$ cat src/hdl/cdra_pkg.sv
package cdra_pkg;

    // Operation codes of an input beat
    localparam logic [1:0] KIND_ENQ  = 2'd0;
    localparam logic [1:0] KIND_DISP = 2'd1;
    localparam logic [1:0] KIND_CMPL = 2'd2;
    localparam logic [1:0] KIND_NOP  = 2'd3;

    // Class codes
    localparam logic [1:0] CLS_UX  = 2'd0;
    localparam logic [1:0] CLS_FG  = 2'd1;
    localparam logic [1:0] CLS_BG  = 2'd2;
    localparam logic [1:0] CLS_BAD = 2'd3;

    // Status codes
    localparam logic [1:0] ST_OK        = 2'd0;
    localparam logic [1:0] ST_FULL      = 2'd1;
    localparam logic [1:0] ST_DISABLED  = 2'd2;
    localparam logic [1:0] ST_UNDERFLOW = 2'd3;

    // Configuration register indexes
    localparam logic [2:0] CFG_FEATURE_ENABLE     = 3'd0;
    localparam logic [2:0] CFG_QUEUE_TAGGED       = 3'd1;
    localparam logic [2:0] CFG_TOTAL_DEPTH        = 3'd2;
    localparam logic [2:0] CFG_BACKGROUND_LIMIT   = 3'd3;
    localparam logic [2:0] CFG_RESERVE_BACKGROUND = 3'd4;
    localparam logic [2:0] CFG_RESERVE_FOREGROUND = 3'd5;
    localparam logic [2:0] CFG_RESERVE_URGENT     = 3'd6;
    localparam logic [2:0] CFG_ENABLE_THRESHOLD   = 3'd7;

    localparam int NUM_CLASSES = 3;
    localparam int CNT_BITS    = 8;

    typedef struct packed {
        logic [1:0] kind;
        logic [1:0] req_class;
        logic [7:0] req_id;
        logic       at_front;
    } t_req;

    typedef struct packed {
        logic       granted;
        logic [1:0] grant_class;
        logic [7:0] grant_id;
        logic [1:0] status;
    } t_res;

    typedef struct packed {
        logic       feature_enable;
        logic       queue_tagged;
        logic [7:0] total_depth;
        logic [7:0] background_limit;
        logic [7:0] reserve_background;
        logic [7:0] reserve_foreground;
        logic [7:0] reserve_urgent;
        logic [7:0] enable_threshold;
    } t_cfg;

    // Queue command from the top level
    typedef struct packed {
        logic push;
        logic front;
        logic pop;
    } t_q_cmd;

    // Queue occupancy flags
    typedef struct packed {
        logic empty;
        logic full;
    } t_q_stat;

    // Dispatch decision
    typedef struct packed {
        logic       grant;
        logic [1:0] cls;
    } t_pick;

endpackage

$ cat src/hdl/cdra_req_if.sv
interface cdra_req_if;
    logic          valid;
    logic          ready;
    cdra_pkg::t_req data;

    modport source (output valid, output data, input ready);
    modport sink   (input valid, input data, output ready);
endinterface

$ cat src/hdl/cdra_res_if.sv
interface cdra_res_if;
    logic          valid;
    logic          ready;
    cdra_pkg::t_res data;

    modport source (output valid, output data, input ready);
    modport sink   (input valid, input data, output ready);
endinterface

$ cat src/hdl/class_depth_reserving_io_arbiter.sv
// Channel   Dir  Payload                                   Handshake
// i_req     in   kind, req_class, req_id, at_front         valid/ready
// o_res     out  granted, grant_class, grant_id, status    valid/ready
// i_cfg_*   in   8 registers, index i_cfg_idx              write enable only
//
// One beat a cycle sustained while the result side is ready; each beat passes
// through the input register and then leaves through the result register.
// The queue head entries sit in registers, which lets dispatch read them combinationally.
// Reset is synchronous and clears pointers, counts, in-flight counters and flags.
// A stalled result holds in the output register while one more beat is taken.
module class_depth_reserving_io_arbiter #(
    parameter int QUEUE_DEPTH = 16,
    parameter int ID_BITS     = 8
) (
    input  logic       i_clk,
    input  logic       i_rst_n,
    cdra_req_if.sink   i_req,
    cdra_res_if.source o_res,
    input  logic       i_cfg_we,
    input  logic [2:0] i_cfg_idx,
    input  logic [7:0] i_cfg_data
);

    localparam int NC = cdra_pkg::NUM_CLASSES;
    localparam int CB = cdra_pkg::CNT_BITS;

    cdra_pkg::t_cfg   r_cfg;
    logic             r_in_valid;
    cdra_pkg::t_req   r_in;
    logic             r_out_valid;
    cdra_pkg::t_res   r_out, n_out;
    logic [CB-1:0]    r_inflight [NC];
    logic [CB-1:0]    n_inflight [NC];

    cdra_pkg::t_q_cmd  q_cmd  [NC];
    cdra_pkg::t_q_stat q_stat [NC];
    logic [ID_BITS-1:0] head_id [NC];
    logic [NC-1:0]      q_empty;
    cdra_pkg::t_pick    pick;

    logic               move;
    logic [1:0]         cls;
    logic [ID_BITS+7:0] id_wide;
    logic [ID_BITS-1:0] id_store;
    logic [ID_BITS+7:0] gid_wide;
    logic               do_push, do_pop;

    // Configuration writes
    always_ff @(posedge i_clk) begin
        if (!i_rst_n) begin
            r_cfg.feature_enable     <= 1'b1;
            r_cfg.queue_tagged       <= 1'b1;
            r_cfg.total_depth        <= 8'd32;
            r_cfg.background_limit   <= 8'd8;
            r_cfg.reserve_background <= 8'd2;
            r_cfg.reserve_foreground <= 8'd2;
            r_cfg.reserve_urgent     <= 8'd2;
            r_cfg.enable_threshold   <= 8'd10;
        end else if (i_cfg_we) begin
            unique case (i_cfg_idx)
                cdra_pkg::CFG_FEATURE_ENABLE:     r_cfg.feature_enable     <= i_cfg_data[0];
                cdra_pkg::CFG_QUEUE_TAGGED:       r_cfg.queue_tagged       <= i_cfg_data[0];
                cdra_pkg::CFG_TOTAL_DEPTH:        r_cfg.total_depth        <= i_cfg_data;
                cdra_pkg::CFG_BACKGROUND_LIMIT:   r_cfg.background_limit   <= i_cfg_data;
                cdra_pkg::CFG_RESERVE_BACKGROUND: r_cfg.reserve_background <= i_cfg_data;
                cdra_pkg::CFG_RESERVE_FOREGROUND: r_cfg.reserve_foreground <= i_cfg_data;
                cdra_pkg::CFG_RESERVE_URGENT:     r_cfg.reserve_urgent     <= i_cfg_data;
                cdra_pkg::CFG_ENABLE_THRESHOLD:   r_cfg.enable_threshold   <= i_cfg_data;
                default:                          r_cfg                    <= r_cfg;
            endcase
        end
    end

    // Beat moves from input register to result register
    assign move        = r_in_valid && (!r_out_valid || o_res.ready);
    assign i_req.ready = !r_in_valid || move;

    always_ff @(posedge i_clk) begin
        if (!i_rst_n) begin
            r_in_valid <= 1'b0;
        end else if (i_req.ready) begin
            r_in_valid <= i_req.valid;
        end
    end

    always_ff @(posedge i_clk) begin
        if (i_req.ready && i_req.valid) r_in <= i_req.data;
    end

    // Decode the stored id and the class
    assign cls      = (r_in.req_class == cdra_pkg::CLS_BAD) ? cdra_pkg::CLS_BG : r_in.req_class;
    assign id_wide  = {{ID_BITS{1'b0}}, r_in.req_id};
    assign id_store = id_wide[ID_BITS-1:0];

    assign do_push = move && (r_in.kind == cdra_pkg::KIND_ENQ) && r_cfg.feature_enable
                     && !q_stat[cls].full;
    assign do_pop  = move && (r_in.kind == cdra_pkg::KIND_DISP) && pick.grant;

    // Per-class queues
    for (genvar c = 0; c < NC; c++) begin : g_q
        assign q_cmd[c].push  = do_push && (cls == 2'(c));
        assign q_cmd[c].front = r_in.at_front;
        assign q_cmd[c].pop   = do_pop && (pick.cls == 2'(c));
        assign q_empty[c]     = q_stat[c].empty;

        cdra_queue #(
            .DEPTH   (QUEUE_DEPTH),
            .ID_BITS (ID_BITS)
        ) u_queue (
            .i_clk     (i_clk),
            .i_rst_n   (i_rst_n),
            .i_cmd     (q_cmd[c]),
            .i_id      (id_store),
            .o_stat    (q_stat[c]),
            .o_head_id (head_id[c])
        );
    end

    cdra_pick u_pick (
        .i_cfg      (r_cfg),
        .i_inflight (r_inflight),
        .i_empty    (q_empty),
        .o_pick     (pick)
    );

    assign gid_wide = {8'd0, head_id[pick.cls]};

    // Build the result and the next in-flight counts
    always_comb begin
        n_out      = '0;
        n_inflight = r_inflight;
        unique case (r_in.kind)
            cdra_pkg::KIND_ENQ: begin
                if (!r_cfg.feature_enable) n_out.status = cdra_pkg::ST_DISABLED;
                else if (q_stat[cls].full) n_out.status = cdra_pkg::ST_FULL;
                else                       n_out.status = cdra_pkg::ST_OK;
            end
            cdra_pkg::KIND_DISP: begin
                if (pick.grant) begin
                    n_out.granted     = 1'b1;
                    n_out.grant_class = pick.cls;
                    n_out.grant_id    = gid_wide[7:0];
                    if (r_inflight[pick.cls] != {CB{1'b1}}) begin
                        n_inflight[pick.cls] = r_inflight[pick.cls] + CB'(1);
                    end
                end
            end
            cdra_pkg::KIND_CMPL: begin
                if (r_inflight[cls] == '0) n_out.status = cdra_pkg::ST_UNDERFLOW;
                else n_inflight[cls] = r_inflight[cls] - CB'(1);
            end
            default: n_out = '0;
        endcase
    end

    always_ff @(posedge i_clk) begin
        if (!i_rst_n) begin
            r_out_valid <= 1'b0;
            for (int c = 0; c < NC; c++) r_inflight[c] <= '0;
        end else begin
            if (move) begin
                r_out_valid <= 1'b1;
                r_inflight  <= n_inflight;
            end else if (o_res.ready) begin
                r_out_valid <= 1'b0;
            end
        end
    end

    always_ff @(posedge i_clk) begin
        if (move) r_out <= n_out;
    end

    assign o_res.valid = r_out_valid;
    assign o_res.data  = r_out;

endmodule

$ cat src/hdl/cdra_queue.sv
module cdra_queue #(
    parameter int DEPTH   = 16,
    parameter int ID_BITS = 8
) (
    input  logic                 i_clk,
    input  logic                 i_rst_n,
    input  cdra_pkg::t_q_cmd     i_cmd,
    input  logic [ID_BITS-1:0]   i_id,
    output cdra_pkg::t_q_stat    o_stat,
    output logic [ID_BITS-1:0]   o_head_id
);

    localparam int PTR_W = $clog2(DEPTH);
    localparam int CNT_W = $clog2(DEPTH + 1);
    localparam int SUM_W = CNT_W + 1;
    localparam logic [PTR_W-1:0] LAST_PTR = PTR_W'(DEPTH - 1);
    localparam logic [SUM_W-1:0] DEPTH_S  = SUM_W'(DEPTH);

    logic [ID_BITS-1:0] mem [DEPTH];
    logic [PTR_W-1:0]   r_head_ptr, n_head_ptr;
    logic [CNT_W-1:0]   r_count, n_count;
    logic [ID_BITS-1:0] r_head_id;

    logic [PTR_W-1:0] head_prev, head_next, tail_ptr, wr_ptr;
    logic [SUM_W-1:0] tail_sum, tail_wrap;
    logic             empty;

    assign empty     = (r_count == '0);
    assign head_prev = (r_head_ptr == '0) ? LAST_PTR : r_head_ptr - PTR_W'(1);
    assign head_next = (r_head_ptr == LAST_PTR) ? '0 : r_head_ptr + PTR_W'(1);

    // Tail slot is head plus count, wrapped once
    assign tail_sum  = SUM_W'(r_head_ptr) + SUM_W'(r_count);
    assign tail_wrap = (tail_sum >= DEPTH_S) ? tail_sum - DEPTH_S : tail_sum;
    assign tail_ptr  = tail_wrap[PTR_W-1:0];
    assign wr_ptr    = i_cmd.front ? head_prev : tail_ptr;

    // Advance pointers and occupancy
    always_comb begin
        n_head_ptr = r_head_ptr;
        n_count    = r_count;
        if (i_cmd.push) begin
            if (i_cmd.front) n_head_ptr = head_prev;
            n_count = r_count + CNT_W'(1);
        end else if (i_cmd.pop) begin
            n_head_ptr = head_next;
            n_count    = r_count - CNT_W'(1);
        end
    end

    always_ff @(posedge i_clk) begin
        if (!i_rst_n) begin
            r_head_ptr <= '0;
            r_count    <= '0;
        end else begin
            r_head_ptr <= n_head_ptr;
            r_count    <= n_count;
        end
    end

    // Store entries and keep the head entry in a register
    always_ff @(posedge i_clk) begin
        if (i_cmd.push) mem[wr_ptr] <= i_id;
        if (i_cmd.push && (i_cmd.front || empty)) begin
            r_head_id <= i_id;
        end else if (i_cmd.pop) begin
            r_head_id <= mem[head_next];
        end
    end

    assign o_stat.empty = empty;
    assign o_stat.full  = (r_count == CNT_W'(DEPTH));
    assign o_head_id    = r_head_id;

endmodule

$ cat src/hdl/cdra_pick.sv
module cdra_pick (
    input  cdra_pkg::t_cfg                   i_cfg,
    input  logic [cdra_pkg::CNT_BITS-1:0]    i_inflight [cdra_pkg::NUM_CLASSES],
    input  logic [cdra_pkg::NUM_CLASSES-1:0] i_empty,
    output cdra_pkg::t_pick                  o_pick
);

    logic signed [10:0] td, uxfg_lim, ux_lim, fg_lim, iu, ifg, ib, bgl, sum_uf;
    logic               active, ux_e, fg_e, bg_e, uf_open;

    assign active = i_cfg.queue_tagged && (i_cfg.background_limit != '0)
                    && (i_cfg.total_depth >= i_cfg.enable_threshold);

    // Signed class limits
    assign td       = signed'({3'b000, i_cfg.total_depth});
    assign uxfg_lim = td - signed'({3'b000, i_cfg.reserve_background});
    assign ux_lim   = uxfg_lim - signed'({3'b000, i_cfg.reserve_foreground});
    assign fg_lim   = uxfg_lim - signed'({3'b000, i_cfg.reserve_urgent});
    assign iu       = signed'({3'b000, i_inflight[0]});
    assign ifg      = signed'({3'b000, i_inflight[1]});
    assign ib       = signed'({3'b000, i_inflight[2]});
    assign bgl      = signed'({3'b000, i_cfg.background_limit});
    assign sum_uf   = iu + ifg;

    assign ux_e    = i_empty[0];
    assign fg_e    = i_empty[1];
    assign bg_e    = i_empty[2];
    assign uf_open = (sum_uf < uxfg_lim) || bg_e;

    // When active, pick urgent, then foreground, then background
    always_comb begin
        o_pick.grant = 1'b0;
        o_pick.cls   = cdra_pkg::CLS_UX;
        if (active) begin
            priority if (uf_open && !ux_e && ((iu < ux_lim) || fg_e)) begin
                o_pick.grant = 1'b1;
                o_pick.cls   = cdra_pkg::CLS_UX;
            end else if (uf_open && !fg_e && ((ifg < fg_lim) || ux_e)) begin
                o_pick.grant = 1'b1;
                o_pick.cls   = cdra_pkg::CLS_FG;
            end else if (!bg_e && (ib < bgl)) begin
                o_pick.grant = 1'b1;
                o_pick.cls   = cdra_pkg::CLS_BG;
            end else begin
                o_pick.grant = 1'b0;
            end
        end
    end

endmodule

$ cat src/flat_wrapper.sv
// flat-port wrapper written by rule: the top's interface ports become plain ports
module class_depth_reserving_io_arbiter_flat 
#(
    parameter int QUEUE_DEPTH = 16,
    parameter int ID_BITS     = 8
)
  (i_clk, i_rst_n, i_cfg_we, i_cfg_idx, i_cfg_data, i_req_valid, i_req_data, i_req_ready, o_res_valid, o_res_data, o_res_ready);
  cdra_req_if i_req_i ();
  cdra_res_if o_res_i ();
  input  logic i_clk;
  input  logic i_rst_n;
  input  logic i_cfg_we;
  input  logic [2:0] i_cfg_idx;
  input  logic [7:0] i_cfg_data;
  input wire logic [$bits(i_req_i.valid)-1:0] i_req_valid;
  input wire logic [$bits(i_req_i.data)-1:0] i_req_data;
  output wire logic [$bits(i_req_i.ready)-1:0] i_req_ready;
  output wire logic [$bits(o_res_i.valid)-1:0] o_res_valid;
  output wire logic [$bits(o_res_i.data)-1:0] o_res_data;
  input wire logic [$bits(o_res_i.ready)-1:0] o_res_ready;
  assign i_req_i.valid = i_req_valid;
  assign i_req_i.data = i_req_data;
  assign i_req_ready = i_req_i.ready;
  assign o_res_valid = o_res_i.valid;
  assign o_res_data = o_res_i.data;
  assign o_res_i.ready = o_res_ready;
  class_depth_reserving_io_arbiter #(.QUEUE_DEPTH(QUEUE_DEPTH), .ID_BITS(ID_BITS)) u_core (.i_clk(i_clk), .i_rst_n(i_rst_n), .i_req(i_req_i), .o_res(o_res_i), .i_cfg_we(i_cfg_we), .i_cfg_idx(i_cfg_idx), .i_cfg_data(i_cfg_data));
endmodule
$ cat config.mk
export PLATFORM = sky130hd
export DESIGN_NAME = class_depth_reserving_io_arbiter_flat
export DESIGN_NICKNAME = d
export VERILOG_FILES = /design/src/hdl/cdra_pkg.sv /design/src/hdl/cdra_req_if.sv /design/src/hdl/cdra_res_if.sv /design/src/hdl/class_depth_reserving_io_arbiter.sv /design/src/hdl/cdra_queue.sv /design/src/hdl/cdra_pick.sv /design/src/flat_wrapper.sv
export SDC_FILE = /design/constraint.sdc
export NUM_CORES = 1
export LEC_CHECK = 0
export ABC_CLOCK_PERIOD_IN_PS = 11800
export BUFFER_PORTS_ARGS = -buffer_cell sky130_fd_sc_hd__buf_4
export CELL_PAD_IN_SITES_DETAIL_PLACEMENT = 0
export CELL_PAD_IN_SITES_GLOBAL_PLACEMENT = 1
export CORE_UTILIZATION = 39
export CTS_BUF_LIST = sky130_fd_sc_hd__clkbuf_16
export DETAILED_ROUTE_END_ITERATION = 7
export PLACE_DENSITY_LB_ADDON = 0.1
export SLEW_MARGIN = 15
export SYNTH_ARGS = -nofsm -noshare
export SYNTH_HDL_FRONTEND = slang
export SYNTH_SLANG_ARGS = --single-unit
$ cat constraint.sdc
create_clock -name i_clk -period 11.8 [get_ports i_clk]
set_input_delay 0.59 -clock i_clk [delete_from_list [all_inputs] [get_ports i_clk]]
set_output_delay 0.59 -clock i_clk [all_outputs]
set_load 0.01 [all_outputs]
==> flow_summary.json, run 1 <==
{
  "critical-path-top-cell-by-count": "sky130_fd_sc_hd__ha_1",
  "die_width_um": 258,
  "crit_path_max_incr_delay_ns": 0.85,
  "io_pins": 44,
  "synth_flop_cell": "sky130_fd_sc_hd__edfxtp_1",
  "synthesis.area_mm2": 0.0255,
  "synth_nets": 2015,
  "cts-root-buf": "sky130_fd_sc_hd__clkbuf_16",
  "fin_util": 0.447,
  "clock_tree.buffer_depth": 3,
  "worst_slew_pin_slew_ns": 1.07,
  "synth-async-reset-ratio": 0,
  "num_rows": 93,
  "synthDistinctLibCells": 88,
  "area_growth_syn_to_layout_pct": 13.1,
  "cellLeakagePower_nw": 9.96,
  "cts_tree": "built",
  "hold_path.class": "primary input to flip-flop",
  "wl_um": 67900,
  "vdd_ir_drop_max_mv": 0.123,
  "arrival_ns": 8.25,
  "initial_utilization": 0.395,
  "post_synth.cell_area_avg_um2": 13.6,
  "hold_violations_final": 0,
  "num_vias": 15700,
  "worstHoldPathCells": 1,
  "power.switching_fraction": 0.236,
  "detailed_place_hpwl_um": 45500,
  "num-nets-final": 2074,
  "critPathRequiredTime_ns": 12.27,
  "critical_path_peak_fanout": 17,
  "setup.worst_path.end_class": "flip-flop",
  "synth-warning-count": 0,
  "ctsHoldBuffers": 0,
  "die_area_mm2": 0.0665,
  "slew_headroom": 0.277,
  "reg2reg_depth": 31,
  "share_of_the_yosys_chip_area_belonging_to_registers": 0.592,
  "count_of_clock_tree_sinks": 537,
  "post_cts.resized_instances": 0,
  "setup_total_negative_slack_ns": 0,
  "timing.hold.ws_ns": 0.135,
  "antenna_found_initial": 0,
  "first_pass_grt_wire_length_um": 102000,
  "path_clk_slew_ns": 0.06,
  "maximum_capacitance_violations": 0,
  "post-place-ws_ns": 4.08,
  "grtUsageTotal": 0.205,
  "port_buffers": 43,
  "power.net_switching_mw": 1.01,
  "cp-startpoint": "u_core.r_cfg[40]",
  "multi_input_comb_area_mm2": 0.00990,
  "detail_route.vias_per_cell": 5.52,
  "power.combinational.fraction": 0.082,
  "critical_path.reg2reg.startpoint": "u_core.r_cfg[40]",
  "fp.coreArea_mm2": 0.0646,
  "power_density_mw_per_mm2": 149,
  "rrSetupSlack_ns": 4.02,
  "share_clk_of_total_power": 0.433,
  "hold_path_startpoint": "i_req_data[12]",
  "regArea_mm2": 0.0151,
  "finalWorstSetupSlack_ns": 4.02,
  "antenna_cells": 0,
  "grt_start_max_net_pins": 75,
  "slowest_cell_on_crit_path": "sky130_fd_sc_hd__a21boi_1",
  "synth_edf_count": 434,
  "timing.final.setup_violations": 0,
  "first_global_vias": 15900,
  "die_height_um": 258,
  "worstSetupStartpointType": "flip-flop",
  "wl_per_cell_um": 23.9,
  "remaining_drc_errors": 0,
  "post_route_cells_drive_above_1_share": 0.170,
  "period_share": 0.659,
  "gr-total-overflow": 0,
  "maxSlewViolCount": 0,
  "postCtsSetupBuffers": 0,
  "synth_seq_cells": 537,
  "cts_buffers": 59,
  "setup_repair_after_global_routing_missed_its_margin": "no",
  "detail-route-antenna-nets": 0,
  "status": "finished clean",
  "gp_routability_congestion": 0.886,
  "timing.setup.critical_path_class": "flip-flop to flip-flop",
  "postSynthCellCount": 1880,
  "clk_latency_ns": 0.64,
  "p_int_mw": 3.28,
  "filler_cell_count": 5764,
  "firstDrtPassIters": 7,
  "clock.fmax_mhz": 129,
  "finalCriticalPeriod_ns": 7.78,
  "drt_iter0_markers": 1194,
  "finalClockSkew_ns": 0.0313,
  "power.sequential.fraction": 0.484,
  "clock_tree.htree_level_count": 2
}
## sequential cells by signal, indices dropped and copies added (netlist names), 4 cells and up
register                       flops
u_core.o_res.data                 13
u_core.g_q.u_queue.o_head_id      24
u_core.r_inflight                 24
u_core.g_q.u_queue.r_head_ptr     12
u_core.r_in                        4
u_core.g_q.u_queue.mem           384
u_core.g_q.u_queue.r_count        15
u_core.r_cfg                      50
u_core.id_store                    8
## cells in the final DEF, fill, tap and decap left out, types with 25 or more instances in the layout
cell type                     n
sky130_fd_sc_hd__a21o_1      28
sky130_fd_sc_hd__nand3_1     26
sky130_fd_sc_hd__mux2_2      25
sky130_fd_sc_hd__a21oi_1    134
sky130_fd_sc_hd__mux4_2     118
sky130_fd_sc_hd__o21ai_0     43
sky130_fd_sc_hd__xnor2_1     36
sky130_fd_sc_hd__dfxtp_1    103
sky130_fd_sc_hd__clkbuf_16   59
sky130_fd_sc_hd__mux2i_1     32
sky130_fd_sc_hd__buf_4       69
sky130_fd_sc_hd__nand2_1    181
sky130_fd_sc_hd__nor2_1     166
sky130_fd_sc_hd__ha_1        95
sky130_fd_sc_hd__edfxtp_1   434
sky130_fd_sc_hd__xor2_1      25
sky130_fd_sc_hd__inv_1       87
## kinds of logic (layout without fill, tap and decap cells)
logic type               count (synthesis)  count (layout)  synth area share
AO/OA/AOI/OAI                          371             371            0.0978
buffers and inverters                  150             257            0.0231
multiplexers                           175             175             0.128
flip-flops                             537             537             0.592
AND/OR/NAND/NOR                        480             480            0.0839
XOR/XNOR                                61              61            0.0209
adder cells (fa/ha/maj)                106             106            0.0549
## metrics by stage
stage | power (mW) | area (um^2) | std cells
floorplan | 2.35 | 25500 | 1880
global placement | 2.47 | 26900 | 2733
detailed placement | 2.47 | 26900 | 2733
CTS | 4.34 | 28900 | 2842
global route | 4.45 | 28900 | 2842
finish | 4.29 | 28900 | 2842
## cells in the mapped netlist (16+ instances only)
cell type	n	area, um^2
sky130_fd_sc_hd__a211oi_1	23	173
sky130_fd_sc_hd__a21o_1	28	210
sky130_fd_sc_hd__a21oi_1	134	671
sky130_fd_sc_hd__clkbuf_1	59	221
sky130_fd_sc_hd__dfxtp_1	103	2060
sky130_fd_sc_hd__edfxtp_1	434	13000
sky130_fd_sc_hd__ha_1	96	1200
sky130_fd_sc_hd__inv_1	76	285
sky130_fd_sc_hd__mux2_2	25	282
sky130_fd_sc_hd__mux2i_1	32	320
sky130_fd_sc_hd__mux4_2	118	2660
sky130_fd_sc_hd__nand2_1	181	679
sky130_fd_sc_hd__nand3_1	26	130
sky130_fd_sc_hd__nor2_1	166	623
sky130_fd_sc_hd__nor2b_1	17	106
sky130_fd_sc_hd__nor3_1	17	85.1
sky130_fd_sc_hd__o211ai_1	16	120
sky130_fd_sc_hd__o21a_1	17	128
sky130_fd_sc_hd__o21ai_0	43	215
sky130_fd_sc_hd__o21ai_1	17	85.1
sky130_fd_sc_hd__xnor2_1	36	315
sky130_fd_sc_hd__xor2_1	25	219
## critical path: cells and delay by family, from the launching register on
| family | cells | cell delay, ns |
|---|---|---|
| AOI/OAI and AO/OA | 14 | 3.95 |
| xor gates and xnor gates | 2 | 0.37 |
| adders and majority gates | 5 | 1.54 |
| buffers and inverters | 3 | 0.23 |
| DFF | 1 | 0.31 |
| and+or+nand+nor | 7 | 1.25 |
## layer usage
| metal | vias to the layer above | wire [um] | GRT usage |
|---|---|---|---|
| met4 | 0 | 1450 | 0.0544 |
| met3 | 89 | 3060 | 0.0305 |
| met2 | 329 | 32700 | 0.337 |
| li1 | 7282 | - | - |
| met1 | 7997 | 30700 | 0.284 |
| met5 | - | 0 | 0 |
## power groups by stage
| stage | Combinational [mW] | Sequential (mW) | Clock (mW) |
|---|---|---|---|
| 2_1_floorplan | 0.231 | 2.12 | 0 |
| 3_3_place_gp | 0.352 | 2.12 | 0 |
| 3_5_place_dp | 0.356 | 2.12 | 0 |
| 4_1_cts | 0.357 | 2.08 | 1.91 |
| 5_1_grt | 0.387 | 2.08 | 1.98 |
| 6_report | 0.353 | 2.08 | 1.86 |
## path summary, 6_finish.rpt
check / to
worst max-delay path: u_core.r_inflight[20]
worst min-delay path: u_core.r_in[12]
worst max register to register: u_core.r_inflight[20]
worst min register to register: u_core.r_cfg[5]
## final cells by class
class,count,share of cell area
Sequential cell,537,0.523
Multi-Input combinational cell,1193,0.343
Clock buffer,59,0.0512
Tap cell,855,0.0371
Timing Repair Buffer,69,0.0180
Clock inverter,50,0.0172
Inverter,79,0.0103
No activity file was read; power rests on OpenSTA's default activity.
==> inputs of run 2 (changes only) <==
--- a/config.mk
+++ b/config.mk
@@ -5,7 +5,7 @@
 export SDC_FILE = /design/constraint.sdc
 export NUM_CORES = 1
 export LEC_CHECK = 0
-export ABC_CLOCK_PERIOD_IN_PS = 11800
+export ABC_CLOCK_PERIOD_IN_PS = 6810
 export BUFFER_PORTS_ARGS = -buffer_cell sky130_fd_sc_hd__buf_4
 export CELL_PAD_IN_SITES_DETAIL_PLACEMENT = 0
 export CELL_PAD_IN_SITES_GLOBAL_PLACEMENT = 1
==> constraint.sdc (replaced) <==
create_clock -name i_clk -period 6.81 [get_ports i_clk]
set_input_delay 0.3405 -clock i_clk [delete_from_list [all_inputs] [get_ports i_clk]]
set_output_delay 0.3405 -clock i_clk [all_outputs]
set_load 0.01 [all_outputs]
==> run 2 against run 1 <==
  * Clock power up 63%
  * Combinational power rose by 78%
  * Non-clock buffer count increased by 32
  * Global-route usage is essentially flat
  * Critical path type unchanged
  * Via count increased by 0.21%
  * First-iteration DRC count rose by 8.7%
  * Cell area increased by 0.62%
  * Core utilization grew 0.28 points
  * Critical path depth rose by 2
  * Die area did not move
  * Routed wire length fell by 0.11%
==> flow_summary.json, run 2 (same netlist as run 1, synthesis figures left out) <==
{
  "status": "finished clean",
  "post_route_cells_drive_above_1_share": 0.177,
  "first_pass_grt_wire_length_um": 102000,
  "firstDrtPassIters": 5,
  "biggest_regs": "u_core.g_q.u_queue.mem x384, u_core.r_cfg x50",
  "worst_slew_pin_slew_ns": 1.05,
  "arrival_ns": 6.74,
  "cellLeakagePower_nw": 10.1,
  "fp.coreArea_mm2": 0.0646,
  "hold_violations_final": 0,
  "num-nets-final": 2105,
  "placedCellCount": 2746,
  "detail_route.vias_per_cell": 5.48,
  "setup_repair_after_global_routing_missed_its_margin": "no",
  "die_area_mm2": 0.0665,
  "timing.final.setup_violations": 0,
  "power.sequential.fraction": 0.496,
  "cts_tree": "built",
  "clock_tree.htree_level_count": 2,
  "finalWorstSetupSlack_ns": 0.575,
  "finalCriticalPeriod_ns": 6.23,
  "area_after_dpl_mm2": 0.0270,
  "num_vias": 15700,
  "wl_per_cell_um": 23.6,
  "critical_path_peak_fanout": 11,
  "slew_headroom": 0.282,
  "registers.top_by_ff_count": "u_core.g_q.u_queue.mem",
  "grt_start_max_net_pins": 75,
  "count_of_clock_tree_sinks": 537,
  "power.combinational.fraction": 0.087,
  "maxSlewViolCount": 0,
  "maximum_capacitance_violations": 0,
  "detailed_place_hpwl_um": 45900,
  "power_density_mw_per_mm2": 250,
  "crit_path_max_incr_delay_ns": 0.45,
  "drt_iter0_markers": 1298,
  "finalClockSkew_ns": 0.0150,
  "design_power_total_mw": 7.26,
  "layout.cells.most_common": "sky130_fd_sc_hd__edfxtp_1",
  "io_pins": 44,
  "gp_routability_congestion": 0.905,
  "first_global_vias": 16000,
  "wl_um": 67800,
  "antenna_found_initial": 0,
  "cts_buffers": 58,
  "layout_common_cells": "sky130_fd_sc_hd__edfxtp_1, sky130_fd_sc_hd__nand2_1, sky130_fd_sc_hd__nor2_1, sky130_fd_sc_hd__a21oi_1, sky130_fd_sc_hd__mux4_2",
  "post-place-ws_ns": 0.0714,
  "critPathRequiredTime_ns": 7.31,
  "post-route-cell-area_mm2": 0.0290,
  "cts-root-buf": "sky130_fd_sc_hd__clkbuf_16",
  "filler_cell_count": 5746,
  "largest_register_ff_count": 384,
  "clk_latency_ns": 0.62,
  "gr-total-overflow": 0,
  "grtUsageTotal": 0.205,
  "area_growth_syn_to_layout_pct": 13.8,
  "slowest_cell_on_crit_path": "sky130_fd_sc_hd__fa_1",
  "initial_utilization": 0.395,
  "num_rows": 93,
  "power.switching_fraction": 0.240,
  "stdcell_count": 2873,
  "setup.worst_path.end_class": "flip-flop",
  "vdd_ir_drop_max_mv": 0.231,
  "setup_total_negative_slack_ns": 0,
  "timing.setup.critical_path_class": "flip-flop to flip-flop",
  "clock.fmax_mhz": 160,
  "antenna_cells": 0,
  "period_share": 0.916,
  "critical-path-top-cell-by-count": "sky130_fd_sc_hd__ha_1",
  "die_height_um": 258,
  "port_buffers": 43,
  "clock_tree.buffer_depth": 3,
  "detail-route-antenna-nets": 0,
  "worstSetupStartpointType": "flip-flop",
  "hold_path.class": "primary input to flip-flop",
  "remaining_drc_errors": 0,
  "share_clk_of_total_power": 0.418,
  "p_int_mw": 5.52,
  "power.net_switching_mw": 1.75,
  "path_clk_slew_ns": 0.06,
  "die_width_um": 258
}
[run 2: cell count changes in the layout (fill, tap and decap cells not counted), sizes merged]
cell,previous run,this run
buf,69,85
dlygate4sd3,0,16
clkinv,23,30
bufinv,8,3
clkbuf,59,60
inv,95,91
[run 2: path summary, 6_finish.rpt]
check	start	endpoint	depth (start not counted)	slack [ns]
setup reg to reg	u_core.r_cfg[40]	u_core.r_inflight[15]	33	0.58
hold reg to reg	u_core.r_cfg[18]	u_core.r_cfg[18]	2	0.45
setup / recovery	u_core.r_cfg[40]	u_core.r_inflight[15]	33	0.58
hold / removal	i_cfg_data[7]	u_core.r_cfg[15]	3	0.04
[run 2: timing repair]
| action | in CTS | in global routing |
|---|---|---|
| resized for setup | 0 | 3 |
| hold buffers | 16 | 0 |
| buffers inserted | 0 | 3 |
| setup endpoints to repair | 0 | 22 |
| endpoints found under the hold margin | 19 | 0 |
[run 2: power by group through the flow]
stage / registers (mW) / clock network, mW / logic (mW)
6_report: 3.60 / 3.04 / 0.628
3_3_place_gp: 3.67 / 0 / 0.614
3_5_place_dp: 3.67 / 0 / 0.619
2_1_floorplan: 3.67 / 0 / 0.400
5_1_grt: 3.60 / 3.24 / 0.688
4_1_cts: 3.60 / 3.12 / 0.629
[run 2: worst max-delay path: cells and delay by family, from the launching register on]
kind	cells	cell delay [ns]
DFF	1	0.31
and+or+nand+nor	9	1.08
buffers and inverters	4	0.43
AOI/OAI and AO/OA	13	2.57
xor gates and xnor gates	2	0.33
adders and majority gates	5	1.38
[run 2: final cells by class]
cell class	instances	area, um^2	area share
sequential	537	15100	0.520
timing repair buffer	101	798	0.0275
multi-input combinational	1193	9930	0.342
clock inverter	48	343	0.0118
clock buffer	60	1500	0.0517
inverter	79	297	0.0102
tap	855	1070	0.0368
[run 2: stage by stage]
stage               hold WS, ns   util
floorplan                 0.436      -
global placement          0.440  0.418
detailed placement        0.450  0.418
CTS                     0.00170  0.449
global route             0.0196  0.450
finish                   0.0425  0.450
[run 2: layer usage]
metal | global-route usage | vias up | wire length (um)
met2 | 0.324 | 377 | 31200
met5 | 0 | - | 0
li1 | - | 7363 | -
met3 | 0.0306 | 109 | 3310
met1 | 0.291 | 7881 | 31200
met4 | 0.0677 | 0 | 2020
==> inputs of run 3 (changes only) <==
--- a/config.mk
+++ b/config.mk
@@ -9,10 +9,11 @@
 export BUFFER_PORTS_ARGS = -buffer_cell sky130_fd_sc_hd__buf_4
 export CELL_PAD_IN_SITES_DETAIL_PLACEMENT = 0
 export CELL_PAD_IN_SITES_GLOBAL_PLACEMENT = 1
+export CORE_MARGIN = 5
 export CORE_UTILIZATION = 39
 export CTS_BUF_LIST = sky130_fd_sc_hd__clkbuf_16
 export DETAILED_ROUTE_END_ITERATION = 7
-export PLACE_DENSITY_LB_ADDON = 0.1
+export PLACE_DENSITY_LB_ADDON = 0.25
 export SLEW_MARGIN = 15
 export SYNTH_ARGS = -nofsm -noshare
 export SYNTH_HDL_FRONTEND = slang
==> run 3 against run 2 <==
  * Largest power group unchanged
  * First-iteration DRC count up 5.2%
  * Combinational power down 2%
  * Final cell count down 0.24%
  * Routed wire length down 4.2%
  * Sequential cell count unchanged
  * Register-to-register slack worse by 0.097 ns
  * Hold slack worse by 0.0026 ns
  * Global-route usage down 2.5 points
  * Largest cell class unchanged
  * Critical endpoint unchanged
==> flow_summary.json, run 3 (same netlist as run 1, synthesis figures left out) <==
{
  "io_pins": 44,
  "reg2reg_depth": 32,
  "gr-usage-met1": 0.251,
  "cts-root-buf": "sky130_fd_sc_hd__clkbuf_16",
  "wl_per_cell_um": 22.7,
  "initial_utilization": 0.395,
  "fin_util": 0.450,
  "timing.final.setup_violations": 0,
  "capturing_point_of_the_worst_reg2reg_path": "u_core.r_inflight[15]",
  "num_rows": 93,
  "hold_violations_final": 0,
  "worstSetupStartpointType": "flip-flop",
  "antenna_found_initial": 0,
  "post-route-cell-area_mm2": 0.0291,
  "rrSetupSlack_ns": 0.48,
  "met3_usage": 0.0221,
  "critical_path_peak_fanout": 11,
  "gp_routability_congestion": 0.883,
  "port_buffers": 43,
  "clk_latency_ns": 0.63,
  "clock.fmax_mhz": 158,
  "grtUsageTotal": 0.180,
  "fp.coreArea_mm2": 0.0646,
  "wl_um": 64900,
  "registers.top_by_ff_count": "u_core.g_q.u_queue.mem",
  "antenna_cells": 0,
  "detail_route.vias_per_cell": 5.50,
  "gr-max-usage-layer": "met2",
  "drt_iter0_markers": 1365,
  "worstHoldPathCells": 3,
  "num-nets-final": 2098,
  "critical-path-top-cell-by-count": "sky130_fd_sc_hd__ha_1",
  "slew_headroom": 0.291,
  "placedCellCount": 2738,
  "crit_path_max_incr_delay_ns": 0.45,
  "timing.setup.critical_path_class": "flip-flop to flip-flop",
  "remaining_drc_errors": 0,
  "detailed_place_hpwl_um": 43700,
  "num_vias": 15800,
  "critical_path.reg2reg.startpoint": "u_core.r_cfg[40]",
  "first_global_vias": 15900,
  "slowest_cell_on_crit_path": "sky130_fd_sc_hd__fa_1",
  "count_of_clock_tree_sinks": 537,
  "setup.worst_path.end_class": "flip-flop",
  "clock_tree.htree_level_count": 2,
  "die_width_um": 266,
  "layout_common_cells": "sky130_fd_sc_hd__edfxtp_1, sky130_fd_sc_hd__nand2_1, sky130_fd_sc_hd__nor2_1, sky130_fd_sc_hd__a21oi_1, sky130_fd_sc_hd__mux4_2",
  "cts_tree": "built",
  "hold_path.class": "primary input to flip-flop",
  "grt_start_max_net_pins": 52,
  "die_area_mm2": 0.0706,
  "die_height_um": 266,
  "finalClockSkew_ns": 0.0318,
  "biggest_regs": "u_core.g_q.u_queue.mem x384, u_core.r_cfg x50",
  "area_growth_syn_to_layout_pct": 13.9,
  "clock_tree.buffer_depth": 3,
  "detail-route-antenna-nets": 0,
  "first_pass_grt_wire_length_um": 98100,
  "largest_register_ff_count": 384,
  "layout.cells.most_common": "sky130_fd_sc_hd__edfxtp_1",
  "arrival_ns": 6.83,
  "critPathRequiredTime_ns": 7.31,
  "period_share": 0.930,
  "cts_buffers": 57,
  "post_route_cells_drive_above_1_share": 0.173,
  "maximum_capacitance_violations": 0,
  "maxSlewViolCount": 0,
  "firstDrtPassIters": 5,
  "stdcell_count": 2866,
  "gr-total-overflow": 0,
  "hold-path-endpoint": "u_core.r_cfg[2]",
  "power_density_mw_per_mm2": 253,
  "path_clk_slew_ns": 0.06,
  "cellLeakagePower_nw": 10.1,
  "vdd_ir_drop_max_mv": 0.247,
  "status": "finished clean",
  "hold_path_startpoint": "i_cfg_data[2]",
  "finalCriticalPeriod_ns": 6.33,
  "worst_slew_pin_slew_ns": 1.05,
  "groute.layer.met2.usage": 0.297,
  "area_after_dpl_mm2": 0.0269
}
-- run 3: cell types whose count changed in the layout (fill, tap and decap cells not counted), sizes merged --
cell	before	now
buf	85	76
bufinv	3	7
clkbuf	60	57
clkinv	30	24
clkinvlp	3	5
dlygate4sd3	16	19
inv	91	93
-- run 3: final cells by class --
cell class	count	area [um^2]
sequential	537	15100
fill	5798	35500
tap	855	1070
timing repair buffer	95	761
inverter	79	297
clock buffer	57	1430
multi-input combinational	1193	9930
clock inverter	50	474
-- run 3: how the worst max path moves through the flow --
stage,cells past startpoint,startpoint,slack (ns),end
2_1_floorplan,35,u_core.r_cfg[40],0.57,u_core.r_inflight[15]
5_1_grt,32,u_core.r_cfg[40],-0.002,u_core.r_inflight[15]
3_3_place_gp,31,u_core.r_cfg[40],0.43,u_core.r_inflight[20]
4_1_cts,31,u_core.r_cfg[40],0.23,u_core.r_inflight[17]
3_5_place_dp,31,u_core.r_cfg[40],0.27,u_core.r_inflight[17]
6_report,32,u_core.r_cfg[40],0.48,u_core.r_inflight[15]
-- run 3: metrics by stage --
step,power [mW],setup slack (ns),TNS [ns],hold WS (ns)
after floorplan,4.07,0.567,0,0.436
after global placement,4.27,0.427,0,0.444
after detailed placement,4.27,0.267,0,0.447
after CTS,7.42,0.232,0,0.00539
after global routing,7.60,-0.00241,-0.00241,0.0320
final,7.34,0.478,0,0.0398
-- run 3: metal layers --
metal  up-vias  part of all wire
met4         0             0.029
met3       102             0.047
met2       393              0.48
li1       7330                 -
met1      7945              0.44
met5         -                 0
-- run 3: power by group --
group / leakage [nW] / switching [mW] / internal (mW)
Sequential: 4.75 / 0.0279 / 3.57
Clock: 0.965 / 1.33 / 1.80
Combinational: 4.35 / 0.380 / 0.235
-- run 3: worst max-delay path, delay by kind of cell, from the launching register on --
family / cells / cell delay (ns)
AO/OA/AOI/OAI: 15 / 2.91
adder cells (fa/ha/maj): 5 / 1.45
buffers and inverters: 5 / 0.62
XOR/XNOR: 2 / 0.34
AND/OR/NAND/NOR: 5 / 0.58
flip-flops: 1 / 0.31
-- run 3: repair_timing --
item                                    in CTS  in global routing
endpoints found under the hold margin       25                  0
hold buffers                                19                  0
resized for setup                            0                  2
buffers inserted                             0                  2
endpoints found under the setup margin       0                 21
